--- src/rtl/plle_pkg.sv ---
// ---------------------------------------------------------------------------
// plle_pkg
// Shared types and codes for the linked list engine: operation and result
// codes, and the command and status groups between controller and datapath.
// ---------------------------------------------------------------------------
package plle_pkg;

  localparam int POS_W = 8;
  localparam int VAL_W = 32;

  typedef enum logic [2:0] {
    MODE_INS_FRONT = 3'd0,
    MODE_INS_BACK  = 3'd1,
    MODE_INS_POS   = 3'd2,
    MODE_DEL_FRONT = 3'd3,
    MODE_DEL_BACK  = 3'd4,
    MODE_DEL_POS   = 3'd5,
    MODE_LIST      = 3'd6,
    MODE_NOP       = 3'd7
  } mode_t;

  typedef enum logic [1:0] {
    ST_OK       = 2'd0,
    ST_FULL     = 2'd1,
    ST_EMPTY    = 2'd2,
    ST_NOTFOUND = 2'd3
  } status_t;

  typedef enum logic [1:0] {
    RA_FREE = 2'd0,
    RA_HEAD = 2'd1,
    RA_LINK = 2'd2
  } rd_addr_sel_t;

  typedef enum logic {
    WA_NODE = 1'b0,
    WA_PREV = 1'b1
  } wr_addr_sel_t;

  typedef enum logic [1:0] {
    WD_HEAD = 2'd0,
    WD_LINK = 2'd1,
    WD_NODE = 2'd2,
    WD_FREE = 2'd3
  } wr_data_sel_t;

  typedef enum logic [1:0] {
    NS_HOLD = 2'd0,
    NS_FREE = 2'd1,
    NS_HEAD = 2'd2,
    NS_LINK = 2'd3
  } node_sel_t;

  typedef enum logic [1:0] {
    HS_HOLD = 2'd0,
    HS_NODE = 2'd1,
    HS_LINK = 2'd2
  } head_sel_t;

  typedef enum logic [1:0] {
    FS_HOLD = 2'd0,
    FS_LINK = 2'd1,
    FS_NODE = 2'd2
  } free_sel_t;

  typedef enum logic [1:0] {
    K_HOLD = 2'd0,
    K_ZERO = 2'd1,
    K_ONE  = 2'd2,
    K_INC  = 2'd3
  } k_op_t;

  typedef enum logic [1:0] {
    CNT_HOLD = 2'd0,
    CNT_INC  = 2'd1,
    CNT_DEC  = 2'd2
  } cnt_op_t;

  typedef enum logic [1:0] {
    OUT_ERR      = 2'd0,
    OUT_OK_ZERO  = 2'd1,
    OUT_OK_VALUE = 2'd2
  } out_sel_t;

  typedef struct packed {
    logic         op_ld;
    logic         rd_en;
    rd_addr_sel_t rd_sel;
    logic         val_wr_en;
    logic         link_wr_en;
    wr_addr_sel_t wa_sel;
    wr_data_sel_t wd_sel;
    node_sel_t    node_sel;
    head_sel_t    head_sel;
    free_sel_t    free_sel;
    logic         prev_ld;
    k_op_t        k_op;
    cnt_op_t      cnt_op;
    logic         out_ld;
    out_sel_t     out_sel;
    logic         out_last;
  } plle_cmd_t;

  typedef struct packed {
    mode_t mode;
    logic  full;
    logic  empty;
    logic  pos_zero;
    logic  pos_gt_cnt;
    logic  pos_ge_cnt;
    logic  k_eq_pos;
    logic  list_last;
    logic  out_free;
  } plle_stat_t;

endpackage

--- src/rtl/plle_dp.sv ---
// ---------------------------------------------------------------------------
// plle_dp
// Datapath: node value and link memories, list pointers, element count,
// walk counter and the result register.
// ---------------------------------------------------------------------------
module plle_dp import plle_pkg::*; #(
  parameter int CAPACITY = 32
) (
  input  logic                    clk,
  input  logic                    rst,
  input  plle_cmd_t               cmd,
  output plle_stat_t              stat,
  input  logic [2:0]              mode,
  input  logic [POS_W-1:0]        position,
  input  logic signed [VAL_W-1:0] value,
  output logic                    out_valid,
  input  logic                    out_ready,
  output logic [1:0]              status,
  output logic signed [VAL_W-1:0] data,
  output logic                    last
);

  localparam int AW = (CAPACITY > 1) ? $clog2(CAPACITY) : 1;
  localparam int IW = $clog2(CAPACITY + 1);
  localparam logic [IW-1:0] NIL = IW'(CAPACITY);

  mode_t                   op_mode;
  logic [POS_W-1:0]        op_pos;
  logic signed [VAL_W-1:0] op_value;

  logic [IW-1:0] head;
  logic [IW-1:0] free_head;
  logic [IW-1:0] node;
  logic [IW-1:0] cur;
  logic [IW-1:0] prev;
  logic [IW-1:0] count;
  logic [IW-1:0] k;

  logic [IW-1:0]    link_mem [CAPACITY];
  logic [VAL_W-1:0] val_mem  [CAPACITY];
  logic [CAPACITY-1:0] link_vld;

  logic [IW-1:0]    lm_q;
  logic [AW-1:0]    la_q;
  logic             lv_q;
  logic [VAL_W-1:0] val_q;

  logic [IW-1:0]    link_q;
  logic [AW:0]      la_inc;
  logic [IW-1:0]    rd_addr_full;
  logic [AW-1:0]    rd_addr;
  logic [AW-1:0]    wr_addr;
  logic [IW-1:0]    wr_data;
  logic [POS_W-1:0] target;
  logic [POS_W-1:0] count_ext;
  logic [POS_W-1:0] k_ext;
  logic [IW:0]      k_plus;
  status_t          err_code;

  // link of the last node read; a never written link is the reset chain
  assign la_inc = {1'b0, la_q} + (AW+1)'(1);
  assign link_q = lv_q ? lm_q : la_inc[IW-1:0];

  always_comb begin
    case (cmd.rd_sel)
      RA_FREE: rd_addr_full = free_head;
      RA_HEAD: rd_addr_full = head;
      RA_LINK: rd_addr_full = link_q;
      default: rd_addr_full = head;
    endcase
  end
  assign rd_addr = rd_addr_full[AW-1:0];

  assign wr_addr = (cmd.wa_sel == WA_PREV) ? prev[AW-1:0] : node[AW-1:0];

  always_comb begin
    case (cmd.wd_sel)
      WD_HEAD: wr_data = head;
      WD_LINK: wr_data = link_q;
      WD_NODE: wr_data = node;
      WD_FREE: wr_data = free_head;
      default: wr_data = head;
    endcase
  end

  // node storage
  always_ff @(posedge clk) begin
    if (cmd.link_wr_en) begin
      link_mem[wr_addr] <= wr_data;
    end
    if (cmd.rd_en) begin
      lm_q <= link_mem[rd_addr];
      lv_q <= link_vld[rd_addr];
      la_q <= rd_addr;
    end
  end

  always_ff @(posedge clk) begin
    if (cmd.val_wr_en) begin
      val_mem[free_head[AW-1:0]] <= op_value;
    end
    if (cmd.rd_en) begin
      val_q <= val_mem[rd_addr];
    end
  end

  always_ff @(posedge clk) begin
    if (rst) begin
      link_vld <= '0;
    end else if (cmd.link_wr_en) begin
      link_vld[wr_addr] <= 1'b1;
    end
  end

  // latched operation
  always_ff @(posedge clk) begin
    if (cmd.op_ld) begin
      op_mode  <= mode_t'(mode);
      op_pos   <= position;
      op_value <= value;
    end
  end

  // pointers and walk state
  always_ff @(posedge clk) begin
    if (cmd.rd_en) begin
      cur <= rd_addr_full;
    end
    if (cmd.prev_ld) begin
      prev <= cur;
    end
    case (cmd.node_sel)
      NS_FREE: node <= free_head;
      NS_HEAD: node <= head;
      NS_LINK: node <= link_q;
      default: node <= node;
    endcase
    case (cmd.k_op)
      K_ZERO:  k <= '0;
      K_ONE:   k <= IW'(1);
      K_INC:   k <= k + IW'(1);
      default: k <= k;
    endcase
  end

  always_ff @(posedge clk) begin
    if (rst) begin
      head      <= NIL;
      free_head <= '0;
      count     <= '0;
    end else begin
      case (cmd.head_sel)
        HS_NODE: head <= node;
        HS_LINK: head <= link_q;
        default: head <= head;
      endcase
      case (cmd.free_sel)
        FS_LINK: free_head <= link_q;
        FS_NODE: free_head <= node;
        default: free_head <= free_head;
      endcase
      case (cmd.cnt_op)
        CNT_INC: count <= count + IW'(1);
        CNT_DEC: count <= count - IW'(1);
        default: count <= count;
      endcase
    end
  end

  // target position of the operation
  assign count_ext = POS_W'(count);
  assign k_ext     = POS_W'(k);
  assign k_plus    = {1'b0, k} + (IW+1)'(1);

  always_comb begin
    case (op_mode)
      MODE_INS_BACK: target = count_ext;
      MODE_INS_POS:  target = op_pos;
      MODE_DEL_BACK: target = count_ext - POS_W'(1);
      MODE_DEL_POS:  target = op_pos;
      default:       target = '0;
    endcase
  end

  always_comb begin
    case (op_mode)
      MODE_INS_FRONT, MODE_INS_BACK, MODE_INS_POS:
        err_code = (count >= NIL) ? ST_FULL : ST_NOTFOUND;
      MODE_DEL_FRONT, MODE_DEL_BACK, MODE_DEL_POS:
        err_code = (count == '0) ? ST_EMPTY : ST_NOTFOUND;
      MODE_LIST: err_code = ST_EMPTY;
      default:   err_code = ST_NOTFOUND;
    endcase
  end

  assign stat.mode       = op_mode;
  assign stat.full       = (count >= NIL);
  assign stat.empty      = (count == '0);
  assign stat.pos_zero   = (target == '0);
  assign stat.pos_gt_cnt = (target > count_ext);
  assign stat.pos_ge_cnt = (target >= count_ext);
  assign stat.k_eq_pos   = (k_ext == target);
  assign stat.list_last  = (k_plus == {1'b0, count});
  assign stat.out_free   = !out_valid || out_ready;

  // result register
  always_ff @(posedge clk) begin
    if (rst) begin
      out_valid <= 1'b0;
    end else if (cmd.out_ld) begin
      out_valid <= 1'b1;
    end else if (out_ready) begin
      out_valid <= 1'b0;
    end
  end

  always_ff @(posedge clk) begin
    if (cmd.out_ld) begin
      last <= cmd.out_last;
      case (cmd.out_sel)
        OUT_OK_ZERO: begin
          status <= ST_OK;
          data   <= '0;
        end
        OUT_OK_VALUE: begin
          status <= ST_OK;
          data   <= val_q;
        end
        default: begin
          status <= err_code;
          data   <= '0;
        end
      endcase
    end
  end

endmodule

--- src/rtl/plle_ctrl.sv ---
// ---------------------------------------------------------------------------
// plle_ctrl
// Controller: sequences each operation over the datapath, one link read per
// cycle while walking, and hands results to the result register.
// ---------------------------------------------------------------------------
module plle_ctrl import plle_pkg::*; (
  input  logic       clk,
  input  logic       rst,
  input  logic       in_valid,
  output logic       in_ready,
  input  plle_stat_t stat,
  output plle_cmd_t  cmd
);

  typedef enum logic [11:0] {
    S_IDLE       = 12'b0000_0000_0001,
    S_DECIDE     = 12'b0000_0000_0010,
    S_INS_ALLOC  = 12'b0000_0000_0100,
    S_INS_WALK   = 12'b0000_0000_1000,
    S_INS_LINK   = 12'b0000_0001_0000,
    S_DEL_WALK   = 12'b0000_0010_0000,
    S_DEL_UNLINK = 12'b0000_0100_0000,
    S_DEL_FREE   = 12'b0000_1000_0000,
    S_LIST       = 12'b0001_0000_0000,
    S_RESP_ERR   = 12'b0010_0000_0000,
    S_RESP_OK    = 12'b0100_0000_0000,
    S_RESP_VAL   = 12'b1000_0000_0000
  } state_t;

  state_t state;
  state_t state_next;
  logic   is_ins;
  logic   is_del;
  logic   is_list;

  assign is_ins  = (stat.mode == MODE_INS_FRONT) || (stat.mode == MODE_INS_BACK) ||
                   (stat.mode == MODE_INS_POS);
  assign is_del  = (stat.mode == MODE_DEL_FRONT) || (stat.mode == MODE_DEL_BACK) ||
                   (stat.mode == MODE_DEL_POS);
  assign is_list = (stat.mode == MODE_LIST);

  assign in_ready = (state == S_IDLE);

  always_ff @(posedge clk) begin
    if (rst) begin
      state <= S_IDLE;
    end else begin
      state <= state_next;
    end
  end

  always_comb begin
    cmd        = '0;
    state_next = state;
    case (state)
      S_IDLE: begin
        if (in_valid) begin
          cmd.op_ld  = 1'b1;
          state_next = S_DECIDE;
        end
      end
      S_DECIDE: begin
        if (is_list) begin
          if (stat.empty) begin
            state_next = S_RESP_ERR;
          end else begin
            cmd.rd_en  = 1'b1;
            cmd.rd_sel = RA_HEAD;
            cmd.k_op   = K_ZERO;
            state_next = S_LIST;
          end
        end else if (is_ins) begin
          if (stat.full || stat.pos_gt_cnt) begin
            state_next = S_RESP_ERR;
          end else begin
            cmd.rd_en     = 1'b1;
            cmd.rd_sel    = RA_FREE;
            cmd.node_sel  = NS_FREE;
            cmd.val_wr_en = 1'b1;
            state_next    = S_INS_ALLOC;
          end
        end else if (is_del) begin
          if (stat.empty || stat.pos_ge_cnt) begin
            state_next = S_RESP_ERR;
          end else if (stat.pos_zero) begin
            cmd.rd_en    = 1'b1;
            cmd.rd_sel   = RA_HEAD;
            cmd.node_sel = NS_HEAD;
            state_next   = S_DEL_UNLINK;
          end else begin
            cmd.rd_en  = 1'b1;
            cmd.rd_sel = RA_HEAD;
            cmd.k_op   = K_ONE;
            state_next = S_DEL_WALK;
          end
        end else begin
          state_next = S_IDLE;
        end
      end
      S_INS_ALLOC: begin
        cmd.free_sel = FS_LINK;
        if (stat.pos_zero) begin
          cmd.link_wr_en = 1'b1;
          cmd.wa_sel     = WA_NODE;
          cmd.wd_sel     = WD_HEAD;
          cmd.head_sel   = HS_NODE;
          cmd.cnt_op     = CNT_INC;
          state_next     = S_RESP_OK;
        end else begin
          cmd.rd_en  = 1'b1;
          cmd.rd_sel = RA_HEAD;
          cmd.k_op   = K_ONE;
          state_next = S_INS_WALK;
        end
      end
      S_INS_WALK: begin
        if (stat.k_eq_pos) begin
          cmd.prev_ld    = 1'b1;
          cmd.link_wr_en = 1'b1;
          cmd.wa_sel     = WA_NODE;
          cmd.wd_sel     = WD_LINK;
          state_next     = S_INS_LINK;
        end else begin
          cmd.rd_en  = 1'b1;
          cmd.rd_sel = RA_LINK;
          cmd.k_op   = K_INC;
        end
      end
      S_INS_LINK: begin
        cmd.link_wr_en = 1'b1;
        cmd.wa_sel     = WA_PREV;
        cmd.wd_sel     = WD_NODE;
        cmd.cnt_op     = CNT_INC;
        state_next     = S_RESP_OK;
      end
      S_DEL_WALK: begin
        if (stat.k_eq_pos) begin
          cmd.prev_ld  = 1'b1;
          cmd.node_sel = NS_LINK;
          cmd.rd_en    = 1'b1;
          cmd.rd_sel   = RA_LINK;
          state_next   = S_DEL_UNLINK;
        end else begin
          cmd.rd_en  = 1'b1;
          cmd.rd_sel = RA_LINK;
          cmd.k_op   = K_INC;
        end
      end
      S_DEL_UNLINK: begin
        if (stat.pos_zero) begin
          cmd.head_sel = HS_LINK;
        end else begin
          cmd.link_wr_en = 1'b1;
          cmd.wa_sel     = WA_PREV;
          cmd.wd_sel     = WD_LINK;
        end
        state_next = S_DEL_FREE;
      end
      S_DEL_FREE: begin
        cmd.link_wr_en = 1'b1;
        cmd.wa_sel     = WA_NODE;
        cmd.wd_sel     = WD_FREE;
        cmd.free_sel   = FS_NODE;
        cmd.cnt_op     = CNT_DEC;
        state_next     = S_RESP_VAL;
      end
      S_LIST: begin
        if (stat.out_free) begin
          cmd.out_ld   = 1'b1;
          cmd.out_sel  = OUT_OK_VALUE;
          cmd.out_last = stat.list_last;
          if (stat.list_last) begin
            state_next = S_IDLE;
          end else begin
            cmd.rd_en  = 1'b1;
            cmd.rd_sel = RA_LINK;
            cmd.k_op   = K_INC;
          end
        end
      end
      S_RESP_ERR: begin
        if (stat.out_free) begin
          cmd.out_ld   = 1'b1;
          cmd.out_sel  = OUT_ERR;
          cmd.out_last = 1'b1;
          state_next   = S_IDLE;
        end
      end
      S_RESP_OK: begin
        if (stat.out_free) begin
          cmd.out_ld   = 1'b1;
          cmd.out_sel  = OUT_OK_ZERO;
          cmd.out_last = 1'b1;
          state_next   = S_IDLE;
        end
      end
      S_RESP_VAL: begin
        if (stat.out_free) begin
          cmd.out_ld   = 1'b1;
          cmd.out_sel  = OUT_OK_VALUE;
          cmd.out_last = 1'b1;
          state_next   = S_IDLE;
        end
      end
      default: begin
        state_next = S_IDLE;
      end
    endcase
  end

endmodule

--- src/rtl/positional_linked_list_engine_core.sv ---
// ---------------------------------------------------------------------------
// positional_linked_list_engine_core
// Bounded singly linked list of signed 32-bit values with a free chain.
// Insert, delete and list operations by front, back or position.
//
//   channel  direction  handshake            payload
//   in       to block   in_valid / in_ready  mode, position, value
//   out      from block out_valid / out_ready status, data, last
//
// an item is taken only while the controller is idle; one item at a time
// insert or delete at the front needs no walk; at p>0 the walk reads
// one link per cycle from the link memory
// list all: one element per cycle from the node memories unless out stalls
// a stalled result waits in the output register while the next item is taken
// reset chains all nodes as free through per-node link valid bits, no sweep
// ---------------------------------------------------------------------------
module positional_linked_list_engine_core import plle_pkg::*; #(
  parameter int CAPACITY = 32
) (
  input  logic                    clk,
  input  logic                    rst,
  input  logic                    in_valid,
  output logic                    in_ready,
  input  logic [2:0]              mode,
  input  logic [POS_W-1:0]        position,
  input  logic signed [VAL_W-1:0] value,
  output logic                    out_valid,
  input  logic                    out_ready,
  output logic [1:0]              status,
  output logic signed [VAL_W-1:0] data,
  output logic                    last
);

  plle_cmd_t  cmd;
  plle_stat_t stat;

  plle_ctrl u_ctrl (
    .clk      (clk),
    .rst      (rst),
    .in_valid (in_valid),
    .in_ready (in_ready),
    .stat     (stat),
    .cmd      (cmd)
  );

  plle_dp #(
    .CAPACITY (CAPACITY)
  ) u_dp (
    .clk       (clk),
    .rst       (rst),
    .cmd       (cmd),
    .stat      (stat),
    .mode      (mode),
    .position  (position),
    .value     (value),
    .out_valid (out_valid),
    .out_ready (out_ready),
    .status    (status),
    .data      (data),
    .last      (last)
  );

endmodule

--- config.mk ---
export PLATFORM = sky130hd
export DESIGN_NAME = positional_linked_list_engine_core
export DESIGN_NICKNAME = d
export VERILOG_FILES = /design/src/rtl/plle_pkg.sv /design/src/rtl/plle_dp.sv /design/src/rtl/plle_ctrl.sv /design/src/rtl/positional_linked_list_engine_core.sv
export SDC_FILE = /design/constraint.sdc
export NUM_CORES = 2
export LEC_CHECK = 0
export BUFFER_PORTS_ARGS = -buffer_cell sky130_fd_sc_hd__buf_2
export CORE_UTILIZATION = 45
export CTS_BUF_LIST = sky130_fd_sc_hd__clkbuf_8 sky130_fd_sc_hd__clkbuf_16
export DETAILED_ROUTE_END_ITERATION = 8
export GPL_TIMING_DRIVEN = 0
export RECOVER_POWER = 100
export SLEW_MARGIN = 20
export SYNTH_ARGS = -nofsm -noshare
export SYNTH_HDL_FRONTEND = slang
export SYNTH_SLANG_ARGS = --single-unit
--- constraint.sdc ---
create_clock -name clk -period 10.35 [get_ports clk]
set_clock_uncertainty 0.15 [all_clocks]
set_input_delay 2.07 -clock clk [delete_from_list [all_inputs] [get_ports clk]]
set_output_delay 2.07 -clock clk [all_outputs]
set_load 0.01 [all_outputs]
==> flow_summary.ini <==
[synthesis]
synth_seq_cells = 1382
synth.area.top_cells = edfxtp_1, mux2i_1, nand2_1
synth_top_area_share_pct = 72.7
yosys_warnings = 0
synth_fp_nets = 3794
yosysTopAreaCell = edfxtp_1
synth_ff_type = edfxtp_1
seq_area_frac_synth_pct = 74.9
syn_area_per_cell_um2 = 14.6
synth_cell_types = 80
netlist_instances = 3728
async_reset_ff_share_pct = 0
synth-edff-count = 1321
synth_area_um2 = 54600

[min_path]
hold_start = u_dp.link_vld[6]$_SDFFE_PP0P_
hold_path_end = u_dp.link_vld[6]$_SDFFE_PP0P_
min_path_cells = 2
hold_class = flop to flop

[sta]
slew_violations = 721
whs_ns = 0.324
fin_setup_tns_ns = 0
worst_pin_slew_ns = 2.47
period_needed_ns = 8.72
period_share_pct = 84.3
setup_viol = 0
rsz0062_at_grt = false
hold_viol_final = 0
relSlewSlack_pct = -65.6
fmax_ghz = 0.115

[power_and_ir_drop]
p_leak_uw = 0.0219
pwr-share-seq_pct = 55.8
p_switching_uw = 2490
p_clk_share_pct = 42.0
power_density_nw_per_um2 = 187
internal-power_uw = 9010
switching_share_pct = 21.6
combPwrFrac_pct = 2.2
peakVddDrop_uv = 164
power.total_uw = 11500

[clocking]
htreeDepth = 4
clock_latency_ns = 0.78
cts.sink_count = 1382
clkTransAtPathRegs_ns = 0.06
ctsRootBufferMaster = clkbuf_16
cts_setup_buffers = 0
cts_tree = yes
clk_path_buf_depth = 3
cts_buffers = 141
ctsResizeCount = 0
ctsHoldBuffers = 0

[setup_path]
rr_worst_depth = 20
cp_max_fo = 11
worst_r2r_endpoint = u_dp.val_q[24]$_DFFE_PP_
reg2reg_setup_slack_ns = 1.63
worstSetupPathType = flop to flop
timing.rr.start = u_dp.count[0]$_SDFFE_PP0P_
required_ns = 10.63
path_cells = clkbuf_1 -> inv_1 -> ha_1 -> or3b_1 -> o2111ai_1 -> nand3_2 -> or4_1 -> or4_1 -> clkbuf_1 -> a21oi_1 -> nand2_4 -> o21bai_1 -> clkinv_1 -> clkbuf_1 -> nand4b_1 -> clkbuf_1 -> clkbuf_1 -> o22ai_1 -> nor4_1 -> nand3_1
crit_path_frequent_cell = clkbuf_1
cpMaxStageDelayCell = clkbuf_1
crit_arrival_ns = 9.00
startpoint_type = flop
endpoint_kind = flop
slowest_delay_ns = 1.08

[run]
cap_violations = 44

[grt]
antenna_found_initial = 5
grt_max_degree = 33
grtUsageTotal_pct = 25.4
grt_pass1_wl_um = 223000
grt_pass1_vias = 32278
overflow = 0

[final_layout]
stdcell_count = 5739
final_layout_size_suffix_gt1_share_pct = 8.15
nets = 4079
final_common_cell = edfxtp_1
fillers = 10245
most-common-layout-cells = edfxtp_1, nand2_1, mux2i_1
area_growth_pct = 12.6

[floorplan]
die_height_um = 350
die-area_um2 = 123000
initial_core_util_pct = 45.4
ioPinCount = 84
core_um2 = 120000
die_w_um = 350
rows = 127

[routing]
drc = 0
wl_um = 156000
ant_nets = 0
drt-pass1-iter-count = 8
drt_iter0_markers = 3966
viasPerCell = 5.83
vias = 33458
avgRoutedWirePerCell_um = 27.1

[placed_design]
hpwl_um = 107000
place_congestion = 0.888
place_inst = 5476
port_buffers = 82

[status]
status = finished, violations left
violations = max-capacitance violations, max-slew violations
==> worst max-delay path, delay by kind of cell (launching register included) <==
family | cells | cell delay (ns)
compound gates | 4 | 2.05
fa+ha+maj | 1 | 0.25
buf+inv | 7 | 2.95
flops | 1 | 0.35
simple gates | 8 | 2.61
==> power by group through the flow <==
stage	combinational, uW	sequential, uW	clock, uW
floorplan	137	6470	0
global placement	216	6560	0
detailed placement	242	6550	0
CTS	243	6430	4870
global route	276	6420	5080
finish	255	6410	4830
==> worst max path at each step <==
stage | startpoint | to | slack (ns) | depth (start not counted)
2_1_floorplan | u_dp.count[3]$_SDFFE_PP0P_ | u_dp.val_q[10]$_DFFE_PP_ | 5.11 | 20
3_3_place_gp | u_dp.count[0]$_SDFFE_PP0P_ | u_dp.val_mem[4][12]$_DFFE_PP_ | 2.50 | 14
3_5_place_dp | u_dp.count[0]$_SDFFE_PP0P_ | u_dp.val_q[14]$_DFFE_PP_ | 3.07 | 19
4_1_cts | u_dp.count[0]$_SDFFE_PP0P_ | u_dp.val_q[10]$_DFFE_PP_ | 3.07 | 19
5_1_grt | u_dp.count[0]$_SDFFE_PP0P_ | u_dp.val_q[24]$_DFFE_PP_ | 1.31 | 20
6_report | u_dp.count[0]$_SDFFE_PP0P_ | u_dp.val_q[24]$_DFFE_PP_ | 1.63 | 20
==> kinds of logic after synthesis <==
logic type                 count (synthesis)  synth area share, %
and+or+nand+nor                         1286                 10.8
adders and majority gates                 19                0.449
DFF                                     1382                 74.9
xor gates and xnor gates                  24                0.410
buffers and inverters                    251                 2.03
muxes                                    318                 5.84
AOI/OAI and AO/OA                        448                 5.58
==> stage by stage <==
step | setup slack, ns | instance area (um2) | util [%]
global route | 1.31 | 61500 | 51.2
detailed placement | 3.07 | 58500 | 48.7
finish | 1.63 | 61500 | 51.2
CTS | 3.07 | 62900 | 52.3
floorplan | 5.11 | 54600 | -
global placement | 2.50 | 57000 | 47.5
==> cell usage after synthesis (39+ instances only) <==
cell / instances
a211oi_1: 43
a21oi_1: 63
a31oi_1: 86
and2_1: 39
and3_1: 46
buf_2: 70
clkbuf_1: 116
dfxtp_1: 61
edfxtp_1: 1321
mux2i_1: 312
nand2_1: 575
nand3_1: 249
nand4_1: 41
nor2_1: 201
nor4_1: 44
o2111ai_1: 40
o22ai_1: 154
==> flip-flops by register name (all words and copies together), names as in the netlist, 5 cells and up <==
| name | count |
|---|---|
| u_ctrl.state | 12 |
| u_dp.count | 6 |
| u_dp.data | 32 |
| u_dp.free_head | 5 |
| u_dp.head | 5 |
| u_dp.k | 6 |
| u_dp.la_q | 5 |
| u_dp.link_mem | 160 |
| u_dp.link_vld | 32 |
| u_dp.lm_q | 5 |
| u_dp.node | 5 |
| u_dp.op_pos | 8 |
| u_dp.op_value | 32 |
| u_dp.prev | 5 |
| u_dp.val_mem | 1024 |
| u_dp.val_q | 32 |
==> area by class of cell <==
type                    count  area, um2  area share, %
multi-input cells        2095      12600           20.4
diodes                      3       7.51         0.0122
repair buffers            142        582          0.946
flip-flops and latches   1382      40900           66.5
clock buffers             144       3600           5.86
inverters                  24       90.1          0.147
plain buffers             227       1000           1.63
well taps                1612       2020           3.28
clock inverters           110        741           1.20
==> layer usage <==
| metal | vias up | share of wire [%] | global-route usage (%) |
|---|---|---|---|
| met3 | 257 | 8.4 | 4.55 |
| met1 | 16890 | 42 | 35.8 |
| met2 | 1493 | 46 | 39.5 |
| met4 | 0 | 3.5 | 9.67 |
| met5 | - | 0 | 0 |
| li1 | 14818 | - | - |
No activity file was read; power rests on OpenSTA's default activity.
